### config.mk
export PLATFORM = sky130hd
export DESIGN_NAME = midpoint_ellipse_point_generator_top
export DESIGN_NICKNAME = d
export VERILOG_FILES = /design/src/sv/mepg_pkg.sv /design/src/sv/mepg_mac.sv /design/src/sv/mepg_seq.sv /design/src/sv/midpoint_ellipse_point_generator_top.sv
export SDC_FILE = /design/constraint.sdc
export NUM_CORES = 2
export LEC_CHECK = 0
export BUFFER_PORTS_ARGS = -buffer_cell sky130_fd_sc_hd__buf_2
export CORE_UTILIZATION = 61
export CTS_CLUSTER_SIZE = 28
export DETAILED_ROUTE_END_ITERATION = 10
export PLACE_DENSITY = 0.81
export SLEW_MARGIN = 30
export SYNTH_ARGS = -nofsm -noshare
export SYNTH_HDL_FRONTEND = slang
export SYNTH_SLANG_ARGS = --single-unit
### constraint.sdc
create_clock -name clk -period 11.2 [get_ports clk]
set_input_delay 0.56 -clock clk [delete_from_list [all_inputs] [get_ports clk]]
set_output_delay 0.56 -clock clk [all_outputs]
set_load 0.02 [all_outputs]
### src/sv/mepg_pkg.sv
// Shared types and constants of the midpoint ellipse point generator.
// Holds the sequencer states, the micro-operation format of the shared
// multiplier and the table of micro-operation programs. No dependencies.
package mepg_pkg;

    // Operation codes carried by the operation field of a request.
    localparam logic OPER_START   = 1'b0;
    localparam logic OPER_ADVANCE = 1'b1;

    // Width of the step counter inside one program.
    localparam int STEP_BITS = 3;

    // Sequencer states.
    typedef enum logic [2:0] {
        S_IDLE,
        S_RUN,
        S_NEXT,
        S_EMIT,
        S_MOVE
    } state_t;

    // Micro-operation programs of the sequencer.
    typedef enum logic [2:0] {
        P_START,
        P_TEST,
        P_SWITCH,
        P_R1_FLAT,
        P_R1_DIAG,
        P_R2_VERT,
        P_R2_DIAG
    } prog_t;

    // Multiplier operand sources.
    typedef enum logic [3:0] {
        OP_ONE,
        OP_X,
        OP_Y,
        OP_RX,
        OP_RY,
        OP_RX2,
        OP_RY2,
        OP_T,
        OP_YM,
        OP_TMP
    } opnd_t;

    // Scaling applied to a product before it is written back.
    typedef enum logic [2:0] {
        SH_NONE,
        SH_L1,
        SH_L2,
        SH_L3,
        SH_R2
    } shift_t;

    // Write-back destinations and accumulate modes.
    typedef enum logic [2:0] {
        WB_RX2,
        WB_RY2,
        WB_TMP,
        WB_DEC_SET,
        WB_DEC_ADD,
        WB_DEC_SUB,
        WB_SCR_SET,
        WB_SCR_SUB
    } wb_t;

    // One micro-operation of the shared multiplier.
    typedef struct packed {
        opnd_t  a;
        opnd_t  b;
        shift_t sh;
        wb_t    wb;
    } uop_t;

    // Status of the accumulators seen by the sequencer.
    typedef struct packed {
        logic dec_neg;
        logic dec_zero;
        logic scr_neg;
    } mepg_flags_t;

    // Controls from the sequencer to the holding and output registers.
    typedef struct packed {
        logic load_held;
        logic load_out;
        logic region;
        logic last;
    } mepg_ctrl_t;

    // Index of the final step of each program.
    function automatic logic [STEP_BITS-1:0] prog_last(prog_t p);
        logic [STEP_BITS-1:0] n;
        case (p)
            P_START:   n = STEP_BITS'(4);
            P_TEST:    n = STEP_BITS'(1);
            P_SWITCH:  n = STEP_BITS'(4);
            P_R1_FLAT: n = STEP_BITS'(1);
            P_R1_DIAG: n = STEP_BITS'(2);
            P_R2_VERT: n = STEP_BITS'(1);
            P_R2_DIAG: n = STEP_BITS'(2);
            default:   n = STEP_BITS'(0);
        endcase
        return n;
    endfunction

    // Micro-operation table. Each entry is operand a times operand b,
    // scaled, then written to its destination.
    function automatic uop_t prog_uop(prog_t p, logic [STEP_BITS-1:0] step);
        uop_t u;
        u = '{a: OP_ONE, b: OP_ONE, sh: SH_NONE, wb: WB_TMP};
        case (p)
            // Squares of the radii, then ry^2 - rx^2*ry + rx^2/4.
            P_START:
            begin
                case (step)
                    3'd0:    u = '{a: OP_RX,  b: OP_RX,  sh: SH_NONE, wb: WB_RX2};
                    3'd1:    u = '{a: OP_RY,  b: OP_RY,  sh: SH_NONE, wb: WB_RY2};
                    3'd2:    u = '{a: OP_RY2, b: OP_ONE, sh: SH_NONE, wb: WB_DEC_SET};
                    3'd3:    u = '{a: OP_RX2, b: OP_Y,   sh: SH_NONE, wb: WB_DEC_SUB};
                    default: u = '{a: OP_RX2, b: OP_ONE, sh: SH_R2,   wb: WB_DEC_ADD};
                endcase
            end
            // Region test: ry^2*x - rx^2*y.
            P_TEST:
            begin
                case (step)
                    3'd0:    u = '{a: OP_RY2, b: OP_X, sh: SH_NONE, wb: WB_SCR_SET};
                    default: u = '{a: OP_RX2, b: OP_Y, sh: SH_NONE, wb: WB_SCR_SUB};
                endcase
            end
            // Region-2 start: ry^2*t^2 + 4*rx^2*(y-1)^2 - 4*rx^2*ry^2.
            P_SWITCH:
            begin
                case (step)
                    3'd0:    u = '{a: OP_T,   b: OP_T,   sh: SH_NONE, wb: WB_TMP};
                    3'd1:    u = '{a: OP_RY2, b: OP_TMP, sh: SH_NONE, wb: WB_DEC_SET};
                    3'd2:    u = '{a: OP_YM,  b: OP_YM,  sh: SH_NONE, wb: WB_TMP};
                    3'd3:    u = '{a: OP_RX2, b: OP_TMP, sh: SH_L2,   wb: WB_DEC_ADD};
                    default: u = '{a: OP_RX2, b: OP_RY2, sh: SH_L2,   wb: WB_DEC_SUB};
                endcase
            end
            // Region 1, x step only: + 2*ry^2*x + ry^2.
            P_R1_FLAT:
            begin
                case (step)
                    3'd0:    u = '{a: OP_RY2, b: OP_X,   sh: SH_L1,   wb: WB_DEC_ADD};
                    default: u = '{a: OP_RY2, b: OP_ONE, sh: SH_NONE, wb: WB_DEC_ADD};
                endcase
            end
            // Region 1, diagonal step: + 2*ry^2*x + ry^2 - 2*rx^2*y.
            P_R1_DIAG:
            begin
                case (step)
                    3'd0:    u = '{a: OP_RY2, b: OP_X,   sh: SH_L1,   wb: WB_DEC_ADD};
                    3'd1:    u = '{a: OP_RY2, b: OP_ONE, sh: SH_NONE, wb: WB_DEC_ADD};
                    default: u = '{a: OP_RX2, b: OP_Y,   sh: SH_L1,   wb: WB_DEC_SUB};
                endcase
            end
            // Region 2, y step only: + 4*rx^2 - 8*rx^2*y.
            P_R2_VERT:
            begin
                case (step)
                    3'd0:    u = '{a: OP_RX2, b: OP_ONE, sh: SH_L2, wb: WB_DEC_ADD};
                    default: u = '{a: OP_RX2, b: OP_Y,   sh: SH_L3, wb: WB_DEC_SUB};
                endcase
            end
            // Region 2, diagonal step: + 8*ry^2*x - 8*rx^2*y + 4*rx^2.
            P_R2_DIAG:
            begin
                case (step)
                    3'd0:    u = '{a: OP_RY2, b: OP_X,   sh: SH_L3, wb: WB_DEC_ADD};
                    3'd1:    u = '{a: OP_RX2, b: OP_Y,   sh: SH_L3, wb: WB_DEC_SUB};
                    default: u = '{a: OP_RX2, b: OP_ONE, sh: SH_L2, wb: WB_DEC_ADD};
                endcase
            end
            default:
            begin
                u = '{a: OP_ONE, b: OP_ONE, sh: SH_NONE, wb: WB_TMP};
            end
        endcase
        return u;
    endfunction

endpackage

### src/sv/mepg_mac.sv
// Shared multiply-accumulate unit of the midpoint ellipse point generator.
// Holds the radius squares, a scratch operand, the decision value and the
// region test value. Depends on mepg_pkg.
module mepg_mac #(
    parameter int RADIUS_BITS = 11
) (
    input  logic                      clk,
    input  logic                      rst_n,
    input  logic                      issue,
    input  mepg_pkg::uop_t            uop,
    input  logic [RADIUS_BITS-1:0]    offset_x,
    input  logic [RADIUS_BITS-1:0]    offset_y,
    input  logic [RADIUS_BITS-1:0]    radius_x,
    input  logic [RADIUS_BITS-1:0]    radius_y,
    output mepg_pkg::mepg_flags_t     flags
);
    import mepg_pkg::*;

    localparam int OPW = 2 * RADIUS_BITS + 2;
    localparam int DW  = 2 * OPW;

    logic [OPW-1:0] rx2_reg;
    logic [OPW-1:0] ry2_reg;
    logic [OPW-1:0] tmp_reg;
    logic [DW-1:0]  dec_reg;
    logic [DW-1:0]  scr_reg;
    logic [DW-1:0]  prod_reg;
    uop_t           wb_uop_reg;
    logic           wb_valid_reg;

    logic [RADIUS_BITS-1:0] ym;
    logic [OPW-1:0]         opa;
    logic [OPW-1:0]         opb;
    logic [DW-1:0]          term;
    logic [DW-1:0]          base;
    logic [DW-1:0]          sum;

    // Distance of y-1 from zero; y = 0 squares to the same value as y = 2.
    assign ym = (offset_y == '0) ? RADIUS_BITS'(1) : offset_y - RADIUS_BITS'(1);

    // Operand selection for both multiplier inputs.
    always_comb
    begin
        case (uop.a)
            OP_ONE:  opa = OPW'(1);
            OP_X:    opa = {{(OPW-RADIUS_BITS){1'b0}}, offset_x};
            OP_Y:    opa = {{(OPW-RADIUS_BITS){1'b0}}, offset_y};
            OP_RX:   opa = {{(OPW-RADIUS_BITS){1'b0}}, radius_x};
            OP_RY:   opa = {{(OPW-RADIUS_BITS){1'b0}}, radius_y};
            OP_RX2:  opa = rx2_reg;
            OP_RY2:  opa = ry2_reg;
            OP_T:    opa = {{(OPW-RADIUS_BITS-1){1'b0}}, offset_x, 1'b1};
            OP_YM:   opa = {{(OPW-RADIUS_BITS){1'b0}}, ym};
            OP_TMP:  opa = tmp_reg;
            default: opa = '0;
        endcase
    end

    always_comb
    begin
        case (uop.b)
            OP_ONE:  opb = OPW'(1);
            OP_X:    opb = {{(OPW-RADIUS_BITS){1'b0}}, offset_x};
            OP_Y:    opb = {{(OPW-RADIUS_BITS){1'b0}}, offset_y};
            OP_RX:   opb = {{(OPW-RADIUS_BITS){1'b0}}, radius_x};
            OP_RY:   opb = {{(OPW-RADIUS_BITS){1'b0}}, radius_y};
            OP_RX2:  opb = rx2_reg;
            OP_RY2:  opb = ry2_reg;
            OP_T:    opb = {{(OPW-RADIUS_BITS-1){1'b0}}, offset_x, 1'b1};
            OP_YM:   opb = {{(OPW-RADIUS_BITS){1'b0}}, ym};
            OP_TMP:  opb = tmp_reg;
            default: opb = '0;
        endcase
    end

    // Multiplier stage: the product and its write-back control are registered.
    always_ff @(posedge clk)
    begin
        if (issue)
        begin
            prod_reg   <= {{OPW{1'b0}}, opa} * {{OPW{1'b0}}, opb};
            wb_uop_reg <= uop;
        end
    end

    always_ff @(posedge clk or negedge rst_n)
    begin
        if (!rst_n)
        begin
            wb_valid_reg <= 1'b0;
        end
        else
        begin
            wb_valid_reg <= issue;
        end
    end

    // Scaling of the registered product.
    always_comb
    begin
        case (wb_uop_reg.sh)
            SH_NONE: term = prod_reg;
            SH_L1:   term = {prod_reg[DW-2:0], 1'b0};
            SH_L2:   term = {prod_reg[DW-3:0], 2'b00};
            SH_L3:   term = {prod_reg[DW-4:0], 3'b000};
            SH_R2:   term = {2'b00, prod_reg[DW-1:2]};
            default: term = prod_reg;
        endcase
    end

    // One adder serves both accumulators; a set starts from zero.
    always_comb
    begin
        case (wb_uop_reg.wb)
            WB_DEC_ADD, WB_DEC_SUB: base = dec_reg;
            WB_SCR_SUB:             base = scr_reg;
            default:                base = '0;
        endcase
        if (wb_uop_reg.wb == WB_DEC_SUB || wb_uop_reg.wb == WB_SCR_SUB)
        begin
            sum = base - term;
        end
        else
        begin
            sum = base + term;
        end
    end

    // Write-back stage.
    always_ff @(posedge clk)
    begin
        if (wb_valid_reg)
        begin
            case (wb_uop_reg.wb)
                WB_RX2:  rx2_reg <= term[OPW-1:0];
                WB_RY2:  ry2_reg <= term[OPW-1:0];
                WB_TMP:  tmp_reg <= term[OPW-1:0];
                default: ;
            endcase
        end
    end

    always_ff @(posedge clk or negedge rst_n)
    begin
        if (!rst_n)
        begin
            dec_reg <= '0;
            scr_reg <= '0;
        end
        else if (wb_valid_reg)
        begin
            case (wb_uop_reg.wb)
                WB_DEC_SET, WB_DEC_ADD, WB_DEC_SUB: dec_reg <= sum;
                WB_SCR_SET, WB_SCR_SUB:             scr_reg <= sum;
                default:                            ;
            endcase
        end
    end

    assign flags.dec_neg  = dec_reg[DW-1];
    assign flags.dec_zero = (dec_reg == '0);
    assign flags.scr_neg  = scr_reg[DW-1];

endmodule

### src/sv/mepg_seq.sv
// Sequencer of the midpoint ellipse point generator: request handshake,
// current offsets, region and the micro-operation programs fed to the
// shared multiplier. Depends on mepg_pkg.
module mepg_seq #(
    parameter int RADIUS_BITS = 11
) (
    input  logic                      clk,
    input  logic                      rst_n,
    input  logic                      in_valid,
    output logic                      in_stall,
    input  logic                      operation,
    input  logic [RADIUS_BITS-1:0]    radius_y,
    input  logic                      out_free,
    input  mepg_pkg::mepg_flags_t     flags,
    output logic                      issue,
    output mepg_pkg::uop_t            uop,
    output logic [RADIUS_BITS-1:0]    offset_x,
    output logic [RADIUS_BITS-1:0]    offset_y,
    output mepg_pkg::mepg_ctrl_t      ctrl
);
    import mepg_pkg::*;

    state_t                 state_reg, state_next;
    prog_t                  prog_reg, prog_next;
    logic [STEP_BITS-1:0]   step_reg, step_next;
    logic                   phase_reg, phase_next;
    logic [RADIUS_BITS-1:0] x_reg, x_next;
    logic [RADIUS_BITS-1:0] y_reg, y_next;
    logic                   region_reg, region_next;
    logic                   active_reg, active_next;
    logic                   accept;
    logic                   is_last;

    assign accept   = in_valid && !in_stall;
    assign in_stall = (state_reg != S_IDLE);
    assign is_last  = region_reg && (y_reg == '0);
    assign offset_x = x_reg;
    assign offset_y = y_reg;

    // State register.
    always_ff @(posedge clk or negedge rst_n)
    begin
        if (!rst_n)
        begin
            state_reg  <= S_IDLE;
            prog_reg   <= P_START;
            step_reg   <= '0;
            phase_reg  <= 1'b0;
            x_reg      <= '0;
            y_reg      <= '0;
            region_reg <= 1'b0;
            active_reg <= 1'b0;
        end
        else
        begin
            state_reg  <= state_next;
            prog_reg   <= prog_next;
            step_reg   <= step_next;
            phase_reg  <= phase_next;
            x_reg      <= x_next;
            y_reg      <= y_next;
            region_reg <= region_next;
            active_reg <= active_next;
        end
    end

    // Next state and outputs.
    always_comb
    begin
        state_next  = state_reg;
        prog_next   = prog_reg;
        step_next   = step_reg;
        phase_next  = phase_reg;
        x_next      = x_reg;
        y_next      = y_reg;
        region_next = region_reg;
        active_next = active_reg;
        issue       = 1'b0;
        uop         = prog_uop(prog_reg, step_reg);
        ctrl        = '{load_held: 1'b0, load_out: 1'b0, region: region_reg,
                        last: is_last};

        case (state_reg)
            S_IDLE:
            begin
                if (accept)
                begin
                    if (operation == OPER_START)
                    begin
                        ctrl.load_held = 1'b1;
                        x_next         = '0;
                        y_next         = radius_y;
                        region_next    = 1'b0;
                        prog_next      = P_START;
                        step_next      = '0;
                        phase_next     = 1'b0;
                        state_next     = S_RUN;
                    end
                    else if (active_reg)
                    begin
                        if (region_reg)
                        begin
                            state_next = S_EMIT;
                        end
                        else
                        begin
                            prog_next  = P_TEST;
                            step_next  = '0;
                            phase_next = 1'b0;
                            state_next = S_RUN;
                        end
                    end
                end
            end

            // Issue a product, then wait while it is written back before the next step.
            S_RUN:
            begin
                if (!phase_reg)
                begin
                    issue      = 1'b1;
                    phase_next = 1'b1;
                end
                else
                begin
                    phase_next = 1'b0;
                    if (step_reg == prog_last(prog_reg))
                    begin
                        state_next = S_NEXT;
                    end
                    else
                    begin
                        step_next = step_reg + STEP_BITS'(1);
                    end
                end
            end

            // Act on the finished program.
            S_NEXT:
            begin
                case (prog_reg)
                    P_START:
                    begin
                        active_next = 1'b1;
                        state_next  = S_IDLE;
                    end
                    P_TEST:
                    begin
                        if (!flags.scr_neg)
                        begin
                            prog_next  = P_SWITCH;
                            step_next  = '0;
                            state_next = S_RUN;
                        end
                        else
                        begin
                            state_next = S_EMIT;
                        end
                    end
                    P_SWITCH:
                    begin
                        region_next = 1'b1;
                        state_next  = S_EMIT;
                    end
                    default:
                    begin
                        state_next = S_IDLE;
                    end
                endcase
            end

            // Hand the current point to the output register.
            S_EMIT:
            begin
                if (out_free)
                begin
                    ctrl.load_out = 1'b1;
                    if (is_last)
                    begin
                        active_next = 1'b0;
                        state_next  = S_IDLE;
                    end
                    else
                    begin
                        state_next = S_MOVE;
                    end
                end
            end

            // Step the offsets and pick the decision update.
            S_MOVE:
            begin
                step_next  = '0;
                phase_next = 1'b0;
                state_next = S_RUN;
                if (!region_reg)
                begin
                    x_next = x_reg + RADIUS_BITS'(1);
                    if (flags.dec_neg)
                    begin
                        prog_next = P_R1_FLAT;
                    end
                    else
                    begin
                        y_next    = y_reg - RADIUS_BITS'(1);
                        prog_next = P_R1_DIAG;
                    end
                end
                else if (!flags.dec_neg && !flags.dec_zero)
                begin
                    y_next    = y_reg - RADIUS_BITS'(1);
                    prog_next = P_R2_VERT;
                end
                else
                begin
                    x_next    = x_reg + RADIUS_BITS'(1);
                    y_next    = y_reg - RADIUS_BITS'(1);
                    prog_next = P_R2_DIAG;
                end
            end

            default:
            begin
                state_next = S_IDLE;
            end
        endcase
    end

    // A result is never written over one that has not been taken.
    assert property (@(posedge clk) disable iff (!rst_n)
        ctrl.load_out |-> out_free)
        else $error("point loaded while output is occupied");

    // Each product gets its write-back cycle before the next one issues.
    assert property (@(posedge clk) disable iff (!rst_n)
        issue |=> !issue)
        else $error("back-to-back issue to the shared multiplier");

    // The final point ends the ellipse.
    assert property (@(posedge clk) disable iff (!rst_n)
        (ctrl.load_out && ctrl.last) |=> !active_reg)
        else $error("ellipse still active after its last point");

    // Offsets only move while an ellipse is in progress.
    assert property (@(posedge clk) disable iff (!rst_n)
        (state_reg == S_MOVE) |-> active_reg)
        else $error("offset step without an active ellipse");

endmodule

### src/sv/midpoint_ellipse_point_generator_top.sv
// A start request captures the radii and centre, sets up the radius squares and the
// decision value and gives no result. An advance registers the current point, waiting
// while the output is stalled. No new request is taken until the sequencer is idle
// again; an advance with no ellipse gives no result. The shared multiplier takes a new
// product only after the last is written back. Reset (rst_n, asynchronous, active low)
// leaves the block idle. Depends on mepg_pkg, mepg_mac and mepg_seq.
module midpoint_ellipse_point_generator_top #(
    parameter int RADIUS_BITS = 11,
    parameter int COORD_BITS  = 12
) (
    input  logic                          clk,
    input  logic                          rst_n,
    input  logic                          in_valid,
    output logic                          in_stall,
    input  logic                          operation,
    input  logic [RADIUS_BITS-1:0]        radius_x,
    input  logic [RADIUS_BITS-1:0]        radius_y,
    input  logic [COORD_BITS-1:0]         center_x,
    input  logic [COORD_BITS-1:0]         center_y,
    output logic                          out_valid,
    input  logic                          out_stall,
    output logic signed [COORD_BITS+1:0]  col_plus,
    output logic signed [COORD_BITS+1:0]  col_minus,
    output logic signed [COORD_BITS+1:0]  row_plus,
    output logic signed [COORD_BITS+1:0]  row_minus,
    output logic                          region,
    output logic                          last
);
    import mepg_pkg::*;

    localparam int OUTW = COORD_BITS + 2;
    localparam int SUMW = ((RADIUS_BITS > COORD_BITS) ? RADIUS_BITS : COORD_BITS) + 2;

    logic [RADIUS_BITS-1:0] held_rx_reg;
    logic [RADIUS_BITS-1:0] held_ry_reg;
    logic [COORD_BITS-1:0]  held_cx_reg;
    logic [COORD_BITS-1:0]  held_cy_reg;
    logic                   out_valid_reg;
    logic [OUTW-1:0]        col_plus_reg;
    logic [OUTW-1:0]        col_minus_reg;
    logic [OUTW-1:0]        row_plus_reg;
    logic [OUTW-1:0]        row_minus_reg;
    logic                   region_reg;
    logic                   last_reg;

    logic                   out_free;
    logic                   issue;
    uop_t                   uop;
    mepg_flags_t            flags;
    mepg_ctrl_t             ctrl;
    logic [RADIUS_BITS-1:0] offset_x;
    logic [RADIUS_BITS-1:0] offset_y;
    logic [SUMW-1:0]        cx_ext;
    logic [SUMW-1:0]        cy_ext;
    logic [SUMW-1:0]        x_ext;
    logic [SUMW-1:0]        y_ext;
    logic [SUMW-1:0]        cp_sum;
    logic [SUMW-1:0]        cm_sum;
    logic [SUMW-1:0]        rp_sum;
    logic [SUMW-1:0]        rm_sum;

    mepg_seq #(
        .RADIUS_BITS (RADIUS_BITS)
    ) u_seq (
        .clk       (clk),
        .rst_n     (rst_n),
        .in_valid  (in_valid),
        .in_stall  (in_stall),
        .operation (operation),
        .radius_y  (radius_y),
        .out_free  (out_free),
        .flags     (flags),
        .issue     (issue),
        .uop       (uop),
        .offset_x  (offset_x),
        .offset_y  (offset_y),
        .ctrl      (ctrl)
    );

    mepg_mac #(
        .RADIUS_BITS (RADIUS_BITS)
    ) u_mac (
        .clk      (clk),
        .rst_n    (rst_n),
        .issue    (issue),
        .uop      (uop),
        .offset_x (offset_x),
        .offset_y (offset_y),
        .radius_x (held_rx_reg),
        .radius_y (held_ry_reg),
        .flags    (flags)
    );

    // Radii and centre captured by a start request.
    always_ff @(posedge clk or negedge rst_n)
    begin
        if (!rst_n)
        begin
            held_rx_reg <= '0;
            held_ry_reg <= '0;
            held_cx_reg <= '0;
            held_cy_reg <= '0;
        end
        else if (ctrl.load_held)
        begin
            held_rx_reg <= radius_x;
            held_ry_reg <= radius_y;
            held_cx_reg <= center_x;
            held_cy_reg <= center_y;
        end
    end

    // Mirrored coordinates, wrapped to the output width.
    assign cx_ext = {{(SUMW-COORD_BITS){1'b0}}, held_cx_reg};
    assign cy_ext = {{(SUMW-COORD_BITS){1'b0}}, held_cy_reg};
    assign x_ext  = {{(SUMW-RADIUS_BITS){1'b0}}, offset_x};
    assign y_ext  = {{(SUMW-RADIUS_BITS){1'b0}}, offset_y};
    assign cp_sum = cx_ext + x_ext;
    assign cm_sum = cx_ext - x_ext;
    assign rp_sum = cy_ext + y_ext;
    assign rm_sum = cy_ext - y_ext;

    // Output register; it frees up in the cycle its request is taken.
    assign out_free = !out_valid_reg || !out_stall;

    always_ff @(posedge clk or negedge rst_n)
    begin
        if (!rst_n)
        begin
            out_valid_reg <= 1'b0;
        end
        else if (ctrl.load_out)
        begin
            out_valid_reg <= 1'b1;
        end
        else if (!out_stall)
        begin
            out_valid_reg <= 1'b0;
        end
    end

    always_ff @(posedge clk)
    begin
        if (ctrl.load_out)
        begin
            col_plus_reg  <= cp_sum[OUTW-1:0];
            col_minus_reg <= cm_sum[OUTW-1:0];
            row_plus_reg  <= rp_sum[OUTW-1:0];
            row_minus_reg <= rm_sum[OUTW-1:0];
            region_reg    <= ctrl.region;
            last_reg      <= ctrl.last;
        end
    end

    assign out_valid = out_valid_reg;
    assign col_plus  = col_plus_reg;
    assign col_minus = col_minus_reg;
    assign row_plus  = row_plus_reg;
    assign row_minus = row_minus_reg;
    assign region    = region_reg;
    assign last      = last_reg;

endmodule
After elaboration in Yosys (flattened, before gate mapping)
Index checks and enable logic that the tools add are counted.
- register bits after elaboration: 362
- output and inout bits: 60
- reduce and logical (&&, ||, !) cells: 44
- add/sub/neg operators: 9
- multiplexer cells: 79
- equal/unequal tests: 59
- multiply operators: 1
- operators with widths (operator ; number):
    one-hot mux 24 bit (10 select lines) ; 2
    one-hot mux 48 bit (4 select lines) ; 1
    two-way mux 11 bit ; 9
    one-hot mux 14 bit (7 select lines) ; 1
    one-hot mux 48 bit (2 select lines) ; 1
    two-way mux 3 bit ; 25
    one-hot mux 14 bit (4 select lines) ; 1
    one-hot mux 13 bit (4 select lines) ; 1
    adder 48 bit ; 1
    zero test 48 bit ; 1
    multiplier 24 x 24 -> 48 bit ; 1
    two-way mux 48 bit ; 1
    one-hot mux 12 bit (2 select lines) ; 2
    subtractor 48 bit ; 1
    one-hot mux 11 bit (2 select lines) ; 2
    equality test 4 x 3 -> 1 bit, second input constant ; 8
    equality test 3 x 2 -> 1 bit, second input constant ; 10
    equality test 3 bit, second input constant ; 9
    adder 12 x 11 -> 13 bit ; 2
    subtractor 12 x 11 -> 13 bit ; 2
    AND reduction 4 bit ; 5
    two-way mux 1 bit ; 19
    one-hot mux 3 bit (3 select lines) ; 2
    equality test 4 x 2 -> 1 bit, second input constant ; 4
    35 further kinds ; 81

Longest topological paths before layout
- depth in word-level cells: 9
- gate-level depth with buffers: 39

Hierarchy
From an unflattened synthesis, not the netlist that was laid out.
- cells, all modules: 4710
- area total of the unflattened synthesis: 42221.7 um2
- modules (own cells, without submodules) (module ; sequential area each (um2) ; cells each ; instances ; area each (um2)):
    mepg_mac ; 6211.0 ; 3928 ; 1 ; 34346.7
    midpoint_ellipse_point_generator_top ; 2737.6 ; 454 ; 1 ; 5357.6
    mepg_seq ; 850.8 ; 328 ; 1 ; 2517.4

Worst setup path before layout
OpenSTA, ideal clock, no wires.
- path type: register -> register
- start point: reg u_seq.step_reg[0]
- end point: reg u_mac.prod_reg[35], data pin
- buffers on the path: 6
- arrival time: 9.586 ns
- library setup time: 0.139 ns
- cell stages (with the launch flop): 38
- setup slack: 1.474 ns
- clock period less this slack: 9.726 ns
- cell sequence: dfrtp_1 inv_1 ha_1 clkbuf_1 nand2b_1 a21oi_1 o221a_2 buf_1 and4b_1 clkbuf_1 buf_1 a22o_1 clkbuf_1 clkbuf_1 nand2_1 fa_1 inv_1 fa_1 [2 not listed] inv_1 fa_1 inv_1 fa_1 inv_1 fa_1 inv_1 fa_1 inv_1 ha_1 a21o_1 a211o_1 or4_1 nand4_1 o21bai_1 a21o_1 or4b_2 nand4b_1
- word-level cells in the longest chain between the ends: 6
- elaborated cells on any way between the ends: 35
- those cells by class: mul (1); eq/ne (21); mux (10); reduce/logical (3)
- RTL lines (what ; RTL line ; source):
    start, declared ; mepg_seq.sv:25 ; logic [STEP_BITS-1:0] step_reg, step_next;
    start signal, assigned ; mepg_seq.sv:58 ; step_reg <= step_next;
    equality test 3 x 2 -> 1 bit (tied with other cells) ; mepg_pkg.sv:116, mepg_pkg.sv:135 ;
    one-hot mux 14 bit (4 select lines) (tied with other cells) ; mepg_pkg.sv:135 ; case (step)
    one-hot mux 14 bit (7 select lines) * ; mepg_pkg.sv:112 ; case (p)
    equality test 4 bit (tied with other cells) ; mepg_mac.sv:44 ; case (uop.a)
    one-hot mux 24 bit (10 select lines), on equally long branches ; mepg_mac.sv:44, mepg_mac.sv:61 ;
    multiplier 24 x 24 -> 48 bit * ; mepg_mac.sv:81 ; prod_reg <= {{OPW{1'b0}}, opa} * {{OPW{1'b0}}, opb};
    end signal, assigned ; mepg_mac.sv:81 ;
    end, declared ; mepg_mac.sv:27 ; logic [DW-1:0] prod_reg;
Every way passes the cells marked *; elsewhere a longest branch is shown, timed or not.
A chain may end at the register's enable or synchronous reset.

Worst setup path in the final report
- start point: reg u_seq.step_reg[0]
- end point: reg u_mac.prod_reg[47], data pin
Same word-level chain as after synthesis.

==> results.py <==
metrics = {
    "outcome": {
        "status": "completed",
    },
    "setup_path": {
        "crit_path_max_incr_delay_ps": 750,
        "r2r_cells": 34,
        "crit_required_ps": 11510,
        "cp-end-kind": "flop",
        "cp.arrival_ps": 10980,
        "crit_top_cell": "fa_1",
        "worst_path_max_delay_cell": "and3_1",
        "worstSetupPathType": "reg -> reg",
        "crit_fanout": 19,
        "startpoint_type": "flop",
    },
    "clocking": {
        "post_cts_buffers": 0,
        "h-tree-depth": 2,
        "cts_tree": "built",
        "clk_latency_ps": 570,
        "clock-sinks": 356,
        "clkTransAtPathRegs_ps": 60,
        "numCtsBuffers": 39,
        "cts_root_buf": "clkbuf_16",
        "clk_path_buf_depth": 3,
    },
    "timing": {
        "period_needed_ps": 10670,
        "skew_ps": 20.53,
        "rsz0062_at_grt": "false",
        "slew_headroom_pct": 36.25,
        "setup_tns_ps": 0,
        "drv_slew": 0,
        "setup_viol": 0,
        "finalHoldViolations": 0,
        "period_share_pct": 95.24,
        "tightestPinTransition_ps": 949.4,
        "fmax_mhz": 93.74,
    },
    "logic_synthesis": {
        "yosysTopAreaCell": "fa_1",
        "async_reset_ff_share_pct": 50.00,
        "ys_warn_count": 0,
        "ys_top_cells_by_count": "783 x nand2_1, 699 x inv_1, 487 x fa_1",
        "synth_top_area_share_pct": 23.31,
        "yosysMostFrequentCell": "nand2_1",
        "ys_ff_latch": 356,
        "syn_inst": 4762,
        "syn_area_per_cell_um2": 8.782,
        "synthTopCellsByArea": "fa_1 23%, edfxtp_1 13%, dfrtp_1 11%",
        "syn-cell-area_mm2": 0.04182,
        "synth-seq-area-share_pct": 23.43,
        "synthFlopType": "edfxtp_1",
        "synth.distinct_cells": 96,
        "synth_edf_count": 178,
    },
    "floorplanning": {
        "dieArea_mm2": 0.06961,
        "rows": 95,
        "die_w_um": 263.8,
        "initial_utilization_pct": 61.94,
        "coreArea_mm2": 0.06751,
        "io_pins": 111,
        "die_h_um": 263.8,
    },
    "grt": {
        "grt_max_degree": 97,
        "first_global_vias": 35330,
        "antenna_found_initial": 8,
        "grt_usage_pct": 36.31,
        "grt-ovfl-total": 0,
        "grt_first_pass_wirelength_um": 197700,
    },
    "job": {
        "maxCapViolations": 0,
    },
    "drt": {
        "drc": 0,
        "avgViaCountPerCell": 6.266,
        "via_count": 35800,
        "wl_um": 124600,
        "first_pass_iters": 6,
        "ant_nets": 0,
        "wire_per_inst_um": 21.80,
        "drt_iter0_markers": 4574,
    },
    "final_layout": {
        "nets": 5619,
        "syn_to_final_growth_pct": 7.578,
        "fill_cells": 5464,
        "drive_gt1_share_pct": 8.085,
    },
    "hold_path": {
        "hp-class": "in -> reg",
        "hold-path-cell-count": 3,
    },
    "placed_design": {
        "port_buffers": 108,
        "gp_congestion": 1.058,
        "dp_hpwl_um": 96260,
    },
}
cell families (layout without fill, tap and decap cells):
kind of cell               Yosys count  count (layout)  share of synthesized area, %
DFF                                356             356                         23.43
muxes                               64              64                         1.855
other                                1               7                      0.008967
xor gates and xnor gates           157             157                         3.288
buffers and inverters              946            1019                         8.703
AOI/OAI and AO/OA                  945             945                         15.01
and+or+nand+nor                   1532            1532                         16.20
adders and majority gates          761             761                         31.51
what timing repair did:
item	4_1_cts	5_1_grt
gates resized for setup	0	0
hold endpoints to repair	51	0
hold buffers	1	0
layer usage:
metal  track usage [%]  vias to the layer above  share of wire (%)
met5                 0                        -              0.058
met4             16.18                        8                5.3
met3             7.103                      477                 11
met2             57.88                     2052                 46
met1             48.30                    17370                 38
li1                  -                    15890                  -
layout by cell type (no fill, tap or decap), drive strengths merged, types with 14 or more instances in the layout:
cell,n
nand2,783
inv,702
fa,487
nor2,340
ha,274
buf,246
o21ai,223
a21oi,206
edfxtp,178
dfrtp,178
xnor2,92
a22o,73
xor2,65
nand3,59
and2,55
nor3,54
clkbuf,51
nand2b,47
a22oi,47
a21o,46
a31oi,44
nor2b,35
mux2i,34
and3,28
nand4,28
o21bai,26
o211ai,26
o31ai,25
nor4,24
o21a,23
o22ai,22
a211oi,22
a221oi,22
mux2,22
or3,21
o221ai,16
a21boi,14
worst paths after layout:
check	from	endpoint	slack, ps
max	u_seq.step_reg[0]	u_mac.prod_reg[47]	530
min	center_x[10]	held_cx_reg[10]	180
min reg2reg	u_mac.scr_reg[30]	u_mac.scr_reg[30]	480
min in group asynchronous	rst_n	u_mac.scr_reg[24]	530
max reg2reg	u_seq.step_reg[0]	u_mac.prod_reg[47]	530
max in group asynchronous	rst_n	held_cx_reg[3]	8640
layout make-up:
type,count,area (µm²),area share [%]
sequential,356,9799,21.78
clock inverter,20,232.7,0.5173
inverter,701,2631,5.849
tap,873,1092,2.428
antenna,5,12.51,0.02781
timing repair buffer,248,1605,3.568
clock buffer,50,1110,2.467
multi-input combinational,3461,28510,63.36
metrics by stage:
step	worst slack, ps	area [µm²]	hold slack, ps	util, %	std cells
after global routing	112.1	44990	193.4	66.63	5713
after CTS	653.8	44960	172.3	66.59	5708
final	532.6	44990	177.6	66.64	5714
after floorplan	1474	41820	264.4	-	4763
after global placement	892.0	43580	457.8	64.55	5633
after detailed placement	651.5	43600	467.0	64.58	5637
critical path, delay by kind of cell, from the launching register on:
| kind | cells | cell delay [ps] |
|---|---|---|
| DFF | 1 | 460 |
| AOI/OAI and AO/OA | 8 | 1810 |
| buffers and inverters | 8 | 1030 |
| adders and majority gates | 9 | 4290 |
| and+or+nand+nor | 9 | 2800 |
Power is left out: the tool's default activity adds up to more than one toggle a clock period on the data nets, which glitch-free logic cannot reach.
